--- src/rtl/ps2kc_pkg.sv ---
// ps2kc_pkg: types, codes and constants for the dual PS/2 8042-style controller.
// Used by ps2kc_core and ps2_keyboard_controller_8042. No dependencies.
package ps2kc_pkg;

  // Host access or port event selector carried with each item
  typedef enum logic [2:0] {
    SEL_READ_DATA   = 3'd0,
    SEL_READ_STATUS = 3'd1,
    SEL_WRITE_DATA  = 3'd2,
    SEL_WRITE_CMD   = 3'd3,
    SEL_KBD_EVENT   = 3'd4,
    SEL_MOUSE_EVENT = 3'd5
  } sel_t;

  // Port event codes
  typedef enum logic [2:0] {
    EV_SENT     = 3'd0,
    EV_RECEIVED = 3'd1,
    EV_RX_ERROR = 3'd2,
    EV_OVERFLOW = 3'd3,
    EV_NO_ACK   = 3'd4,
    EV_TIMEOUT  = 3'd5
  } event_t;

  // Configuration register indexes
  typedef enum logic {
    REG_KBD_PRESENT   = 1'b0,
    REG_MOUSE_PRESENT = 1'b1
  } cfg_reg_t;

  // Status register bits
  localparam logic [7:0] ST_OBF      = 8'h01;
  localparam logic [7:0] ST_IBF      = 8'h02;
  localparam logic [7:0] ST_SELFTEST = 8'h04;
  localparam logic [7:0] ST_CMD      = 8'h08;
  localparam logic [7:0] ST_AUX_OBF  = 8'h21;
  localparam logic [7:0] ST_GTO      = 8'h40;
  localparam logic [7:0] ST_PERR     = 8'h80;

  // Mode (command) byte bits
  localparam logic [7:0] MODE_DIS_KBD = 8'h10;
  localparam logic [7:0] MODE_MASK    = 8'h37;

  // Controller command codes
  localparam logic [7:0] CC_READ_MODE  = 8'h20;
  localparam logic [7:0] CC_WRITE_MODE = 8'h60;
  localparam logic [7:0] CC_VERSION    = 8'hA1;
  localparam logic [7:0] CC_TEST_AUX   = 8'hA9;
  localparam logic [7:0] CC_SELF_TEST  = 8'hAA;
  localparam logic [7:0] CC_TEST_KBD   = 8'hAB;
  localparam logic [7:0] CC_KBD_OFF    = 8'hAD;
  localparam logic [7:0] CC_KBD_ON     = 8'hAE;
  localparam logic [7:0] CC_WRITE_AOUT = 8'hD3;
  localparam logic [7:0] CC_WRITE_AUX  = 8'hD4;

  // Answer bytes
  localparam logic [7:0] VERSION_BYTE = 8'h00;
  localparam logic [7:0] TEST_PASS    = 8'h00;
  localparam logic [7:0] TEST_FAIL    = 8'h04;
  localparam logic [7:0] SELF_OK      = 8'h55;

  // One input beat
  typedef struct packed {
    logic [2:0] cmd;
    logic [7:0] host_byte;
    logic [2:0] event_code;
    logic [7:0] rx_byte;
  } item_t;

  // One result beat
  typedef struct packed {
    logic [7:0] read_value;
    logic       send_valid;
    logic       send_to_mouse;
    logic [7:0] send_byte;
    logic       keyboard_irq_enable;
    logic       mouse_irq_enable;
  } result_t;

endpackage

--- src/rtl/ps2kc_core.sv ---
// ps2kc_core: controller state (output byte, status, last host byte, mode byte)
// and the single-pass next-state and result logic. Depends on ps2kc_pkg.
module ps2kc_core (
  input  logic              clk,
  input  logic              rst,
  input  logic              fire,
  input  ps2kc_pkg::item_t  item,
  input  logic              keyboard_present,
  input  logic              mouse_present,
  output ps2kc_pkg::result_t result
);
  import ps2kc_pkg::*;

  logic [7:0] output_byte, output_byte_next;
  logic [7:0] status_bits, status_bits_next;
  logic [7:0] last_host_byte, last_host_byte_next;
  logic [7:0] mode_byte, mode_byte_next;

  // Work out state updates and the result for the held item
  always_comb begin
    logic [7:0] prior;
    prior               = (status_bits & ST_CMD) != 8'h00 ? last_host_byte : 8'h00;
    output_byte_next    = output_byte;
    status_bits_next    = status_bits;
    last_host_byte_next = last_host_byte;
    mode_byte_next      = mode_byte;
    result              = '0;

    unique case (item.cmd)
      SEL_READ_DATA: begin
        result.read_value = output_byte;
        status_bits_next  = status_bits & ~ST_AUX_OBF;
      end
      SEL_READ_STATUS: begin
        result.read_value = status_bits;
        status_bits_next  = status_bits & ~(ST_GTO | ST_PERR);
      end
      SEL_WRITE_DATA: begin
        last_host_byte_next = item.host_byte;
        status_bits_next    = status_bits & ~ST_CMD;
        // Parameter of a pending command, else pass the byte to a port
        if (prior == CC_WRITE_MODE) begin
          mode_byte_next = item.host_byte & MODE_MASK;
        end else if (prior == CC_WRITE_AOUT) begin
          output_byte_next = item.host_byte;
          status_bits_next = status_bits_next | ST_AUX_OBF;
        end else begin
          result.send_valid    = 1'b1;
          result.send_to_mouse = (prior == CC_WRITE_AUX);
          result.send_byte     = item.host_byte;
          status_bits_next     = status_bits_next | ST_IBF;
        end
      end
      SEL_WRITE_CMD: begin
        last_host_byte_next = item.host_byte;
        status_bits_next    = status_bits | ST_CMD;
        case (item.host_byte)
          CC_READ_MODE: begin
            output_byte_next = mode_byte;
            status_bits_next = status_bits_next | ST_OBF;
          end
          CC_VERSION: begin
            output_byte_next = VERSION_BYTE;
            status_bits_next = status_bits_next | ST_OBF;
          end
          CC_TEST_AUX: begin
            output_byte_next = mouse_present ? TEST_PASS : TEST_FAIL;
            status_bits_next = status_bits_next | ST_OBF;
          end
          CC_SELF_TEST: begin
            output_byte_next = SELF_OK;
            status_bits_next = status_bits_next | ST_OBF | ST_SELFTEST;
          end
          CC_TEST_KBD: begin
            output_byte_next = keyboard_present ? TEST_PASS : TEST_FAIL;
            status_bits_next = status_bits_next | ST_OBF;
          end
          CC_KBD_OFF: mode_byte_next = mode_byte | MODE_DIS_KBD;
          CC_KBD_ON:  mode_byte_next = mode_byte & ~MODE_DIS_KBD;
          default: ;
        endcase
        status_bits_next = status_bits_next & ~ST_IBF;
      end
      SEL_KBD_EVENT: begin
        case (item.event_code)
          EV_SENT: status_bits_next = status_bits & ~ST_IBF;
          EV_RECEIVED: begin
            output_byte_next = item.rx_byte;
            status_bits_next = status_bits | ST_OBF;
          end
          EV_RX_ERROR, EV_OVERFLOW: status_bits_next = status_bits | ST_PERR;
          EV_NO_ACK, EV_TIMEOUT:    status_bits_next = status_bits | ST_GTO;
          default: ;
        endcase
      end
      SEL_MOUSE_EVENT: begin
        // Mouse errors leave status alone
        case (item.event_code)
          EV_SENT: status_bits_next = status_bits & ~ST_IBF;
          EV_RECEIVED: begin
            output_byte_next = item.rx_byte;
            status_bits_next = status_bits | ST_AUX_OBF;
          end
          default: ;
        endcase
      end
      default: ;
    endcase

    result.keyboard_irq_enable = mode_byte_next[0];
    result.mouse_irq_enable    = mode_byte_next[1];
  end

  // Commit control state on each beat
  always_ff @(posedge clk) begin
    if (rst) begin
      status_bits    <= '0;
      last_host_byte <= '0;
      mode_byte      <= '0;
    end else if (fire) begin
      status_bits    <= status_bits_next;
      last_host_byte <= last_host_byte_next;
      mode_byte      <= mode_byte_next;
    end
  end

  // Output byte holds payload only
  always_ff @(posedge clk) begin
    if (fire) begin
      output_byte <= output_byte_next;
    end
  end

  function automatic logic prior_is_write_mode();
    return (status_bits & ST_CMD) != 8'h00 && last_host_byte == CC_WRITE_MODE;
  endfunction

  a_status_read_clears: assert property (@(posedge clk) disable iff (rst)
    fire && item.cmd == SEL_READ_STATUS |=> (status_bits & (ST_GTO | ST_PERR)) == 8'h00)
    else $error("status read left timeout or parity set");

  a_cmd_write_marks: assert property (@(posedge clk) disable iff (rst)
    fire && item.cmd == SEL_WRITE_CMD |=> (status_bits & ST_CMD) != 8'h00
      && (status_bits & ST_IBF) == 8'h00 && last_host_byte == $past(item.host_byte))
    else $error("command write did not update status or last byte");

  a_mode_masked: assert property (@(posedge clk) disable iff (rst)
    fire && item.cmd == SEL_WRITE_DATA && prior_is_write_mode()
    |=> mode_byte == ($past(item.host_byte) & MODE_MASK))
    else $error("mode byte write not masked");

endmodule

--- src/rtl/ps2_keyboard_controller_8042.sv ---
// Dual PS/2 port controller that presents a PC 8042 keyboard controller to a host.
// A beat is accepted on the item channel whenever item_stall is low; it is
// registered in the input register, processed by short logic against the controller
// state, and its result is then registered in the result register. One item per
// cycle is sustained while the result channel does not stall; the result register
// alone limits throughput, so a stall on the result channel pushes back to the item channel in the same cycle.
// keyboard_present and mouse_present are written through the cfg port, always
// ready, and select the answers to the keyboard and mouse test commands.
// Depends on ps2kc_pkg and ps2kc_core.
module ps2_keyboard_controller_8042 (
  input  logic       clk,
  input  logic       rst,
  // Item channel
  input  logic       item_valid,
  output logic       item_stall,
  input  logic [2:0] cmd,
  input  logic [7:0] host_byte,
  input  logic [2:0] event_code,
  input  logic [7:0] rx_byte,
  // Result channel
  output logic       result_valid,
  input  logic       result_stall,
  output logic [7:0] read_value,
  output logic       send_valid,
  output logic       send_to_mouse,
  output logic [7:0] send_byte,
  output logic       keyboard_irq_enable,
  output logic       mouse_irq_enable,
  // Configuration write channel
  input  logic       cfg_valid,
  output logic       cfg_ready,
  input  logic       cfg_index,
  input  logic       cfg_data
);
  import ps2kc_pkg::*;

  logic    held_valid;
  item_t   held_item;
  logic    advance;
  result_t core_result;
  result_t result_q;
  logic    keyboard_present;
  logic    mouse_present;

  // Move the held beat on when the result register is free or draining
  assign advance    = held_valid && (!result_valid || !result_stall);
  assign item_stall = held_valid && !advance;
  assign cfg_ready  = 1'b1;

  // Input register
  always_ff @(posedge clk) begin
    if (rst) begin
      held_valid <= 1'b0;
    end else if (!item_stall) begin
      held_valid <= item_valid;
    end
  end

  always_ff @(posedge clk) begin
    if (item_valid && !item_stall) begin
      held_item <= '{cmd: cmd, host_byte: host_byte, event_code: event_code,
                     rx_byte: rx_byte};
    end
  end

  // Configuration registers
  always_ff @(posedge clk) begin
    if (rst) begin
      keyboard_present <= 1'b1;
      mouse_present    <= 1'b1;
    end else if (cfg_valid && cfg_ready) begin
      unique case (cfg_reg_t'(cfg_index))
        REG_KBD_PRESENT:   keyboard_present <= cfg_data;
        REG_MOUSE_PRESENT: mouse_present    <= cfg_data;
      endcase
    end
  end

  ps2kc_core u_core (
    .clk              (clk),
    .rst              (rst),
    .fire             (advance),
    .item             (held_item),
    .keyboard_present (keyboard_present),
    .mouse_present    (mouse_present),
    .result           (core_result)
  );

  // Result register
  always_ff @(posedge clk) begin
    if (rst) begin
      result_valid <= 1'b0;
    end else if (advance) begin
      result_valid <= 1'b1;
    end else if (!result_stall) begin
      result_valid <= 1'b0;
    end
  end

  always_ff @(posedge clk) begin
    if (advance) begin
      result_q <= core_result;
    end
  end

  assign read_value          = result_q.read_value;
  assign send_valid          = result_q.send_valid;
  assign send_to_mouse       = result_q.send_to_mouse;
  assign send_byte           = result_q.send_byte;
  assign keyboard_irq_enable = result_q.keyboard_irq_enable;
  assign mouse_irq_enable    = result_q.mouse_irq_enable;

  a_advance_fills_result: assert property (@(posedge clk) disable iff (rst)
    advance |=> result_valid)
    else $error("processed beat did not reach the result register");

  a_stall_only_when_full: assert property (@(posedge clk) disable iff (rst)
    item_stall |-> held_valid && result_valid && result_stall)
    else $error("item channel stalled without a blocked result");

  a_held_kept_on_stall: assert property (@(posedge clk) disable iff (rst)
    item_stall |=> held_valid && $stable(held_item))
    else $error("held beat lost while stalled");

endmodule

--- config.mk ---
export PLATFORM = sky130hd
export DESIGN_NAME = ps2_keyboard_controller_8042
export DESIGN_NICKNAME = d
export VERILOG_FILES = /design/src/rtl/ps2kc_pkg.sv /design/src/rtl/ps2kc_core.sv /design/src/rtl/ps2_keyboard_controller_8042.sv
export SDC_FILE = /design/constraint.sdc
export NUM_CORES = 1
export LEC_CHECK = 0
export BUFFER_PORTS_ARGS = -buffer_cell sky130_fd_sc_hd__buf_2
export CORE_AREA = 2 2 116 118
export DETAILED_ROUTE_END_ITERATION = 10
export DIE_AREA = 0 0 118 120
export GPL_ROUTABILITY_DRIVEN = 0
export GPL_TIMING_DRIVEN = 1
export HOLD_SLACK_MARGIN = 0.12
export SLEW_MARGIN = 10
export SYNTH_ARGS = -nofsm -noshare
export SYNTH_HDL_FRONTEND = slang
export SYNTH_SLANG_ARGS = --single-unit
export TNS_END_PERCENT = 1
--- constraint.sdc ---
create_clock -name clk -period 4.05 [get_ports clk]
set_clock_uncertainty 0.15 [all_clocks]
set_input_delay 0 -clock clk [delete_from_list [all_inputs] [get_ports clk]]
set_output_delay 0 -clock clk [all_outputs]
set_load 0.01 [all_outputs]
==> out/metrics.cfg <==
[status]
status=finished clean

[timing]
max_freq_mhz=389.1
drv_slew=0
finalCritPeriodShare_pct=63.46
relSlewSlack_pct=28.35
setup_viol_count_final=0
hold_viol=0
hold_slack_ps=220.8
rsz0062_at_grt=no
worst_slew_pin_slew_ps=1070
setup_tns_ps=0
finalCriticalPeriod_ps=2570
fin_ws_ps=1480

[worst_setup_path]
path_delay_family=simple AND/OR/NAND/NOR gates
required_ps=3870
critPathArrivalTime_ps=2390
path_buf_inv=0
cp_slowest_stage_delay_ps=510
crit_chain=nor2b_1 -> nand4_1 -> a221o_1 -> nor2_1
start_kind=register
crit_type=reg2reg
critPathMaxFanout=9
crit_slowest_cell=nor2b_1
end_kind=register

[global_route]
overflow=0
grt_pass1_vias=2390
grt.busiest_layer=met2
grtUsageMet1_pct=14.16
grt_max_degree=26
grt_pass1_wl_um=12410
grtUsageMet2_pct=18.13
antenna_found_initial=0
globalRouteMet3Util_pct=2.994
grtUsageTotal_pct=11.46

[pwr]
p_comb_share_pct=7.2
power_switching_mw=0.4045
sw_frac_of_total_pct=22.28
total_power_mw=1.816
peakVddDrop_v=0.0001730
clockPowerShare_pct=45.0
p_per_area_nw_per_um2=433.0
p_int_mw=1.411
power.leakage_nw=1.545
power_frac_seq_pct=47.9

[routing]
vias_per_cell=4.485
wl_per_cell_um=14.28
first_pass_iters=5
drt-initial-drc-count=277
finalWirelength_um=7653
remaining_drc_errors=0
antenna_left=0
vias=2404

[clock_network]
post_cts_buffers=0
clk-insertion-delay-late_ps=330
cts_made_buffers=9
root_buffer=clkbuf_16
clock-sinks=74
htreeDepth=3
clk_transition_reported_paths_ps=60
cts_tree=built
clockBufferDepth=2

[layout]
final_core_util_pct=32.31
fin_nets=384
final_area_um2=4194
syn_to_final_growth_pct=33.07
antennaDiodeCount=0
drive_gt1_share_pct=21.39
final_cells=536

[die]
core_um2=12980
num_io_pins=52
dieArea_um2=14160
start_util_pct=24.28
placementRows=42
dieHeight_um=120
die_w_um=118

[logic_synthesis]
synthFlopType=edfxtp_1
synth_common_cells=edfxtp_1, nand2_1, dfxtp_1, a21oi_1, nor2_1
ys_ff_latch=74
yosysMostFrequentCell=edfxtp_1
yosysUniqueCellTypes=54
syn_avg_cell_area_um2=11.34
yosysSeqAreaShare_pct=62.88
async_reset_ff_share_pct=0
synth_top_cell_by_area=edfxtp_1
synth.cell_area_um2=3152
yosys-top-cells-area=edfxtp_1, dfxtp_1, nand2_1, a21oi_1, mux2i_1
synth_edf_count=50
yosys.area.top_type_share_pct=47.64
synth_cells=278
syn_nets=307
yosysWarnings=0

[worst_hold_path]
min_path_type=in2reg

[place]
preCtsSetupSlack_ps=1527
port_buffers=50
dpl_cell_area_um2=3555
dpl.cell_count=488
hpwl_um=5355

[run]
max-cap-violations=0

-- final timing paths --
check,end,depth (start not counted),slack (ps),from
min,held_item[18],2,220,host_byte[7]
max reg2reg,u_core.output_byte[3],4,1480,held_item[21]
max,u_core.output_byte[3],4,1480,held_item[21]
min reg2reg,u_core.last_host_byte[4],2,320,u_core.last_host_byte[4]
-- cell type report --
cell class                 instances  area (µm²)
tap                              176       220.2
clock buffer                      12       289.0
clock inverter                     4       30.03
multi-input combinational        177        1057
sequential                        74        1982
fill                            1335        8786
inverter                          10       37.54
timing repair buffer              83       578.1
-- kinds of logic (layout without fill, tap and decap cells) --
| group | count (synthesis) | in the layout | share of synthesized area, % |
|---|---|---|---|
| muxes | 9 | 9 | 2.858 |
| buffers and inverters | 27 | 109 | 3.652 |
| and+or+nand+nor | 113 | 113 | 18.86 |
| DFF | 74 | 74 | 62.88 |
| AOI/OAI and AO/OA | 53 | 53 | 11.35 |
| other | 1 | 1 | 0.1190 |
| xor gates and xnor gates | 1 | 1 | 0.2779 |
-- cell usage in the layout, fill, tap and decap left out, types with 3 or more instances in the layout --
cell type      Yosys  routed
a21oi_1           19      19
a221o_1            4       4
and2_1             9       9
and3_1             4       4
buf_2              2      50
clkbuf_16          0      11
dfxtp_1           24      24
dlygate4sd3_1      0      32
edfxtp_1          50      50
inv_1              9       9
mux2i_1            9       9
nand2_1           38      38
nand2b_1           3       3
nand3_1           13      13
nand4_1            3       3
nor2_1            18      18
nor2b_1            4       3
nor4_1             3       3
o21ai_0            4       4
o21ai_1            4       4
or3_1              4       4
-- layer usage --
metal	vias to the layer above	part of all wire, %
met2	109	46
met5	-	0
li1	1167	-
met3	17	7.3
met1	1111	44
met4	0	2.7
-- power by group through the flow --
stage	Clock (mW)	Combinational (mW)	Sequential (mW)
after floorplan	0	0.0680	0.874
after global routing	0.870	0.143	0.874
after detailed placement	0	0.107	0.885
after CTS	0.829	0.131	0.869
after global placement	0	0.105	0.885
final	0.816	0.130	0.869
-- registers in the layout (all words and copies together) (netlist names) --
name	flops
u_core.output_byte	8
u_core.mode_byte	5
u_core.status_bits	7
send_byte	8
mouse_present	1
keyboard_present	1
keyboard_irq_enable	1
mouse_irq_enable	1
held_valid	1
send_valid	1
u_core.last_host_byte	8
read_value	8
send_to_mouse	1
result_valid	1
held_item	22
-- repair_timing --
item                       CTS  global route
hold buffers                32             0
hold endpoints to repair    42             0
setup endpoints to repair    0             0
gates resized for setup      0             0
No activity file was read; power rests on OpenSTA's default activity.
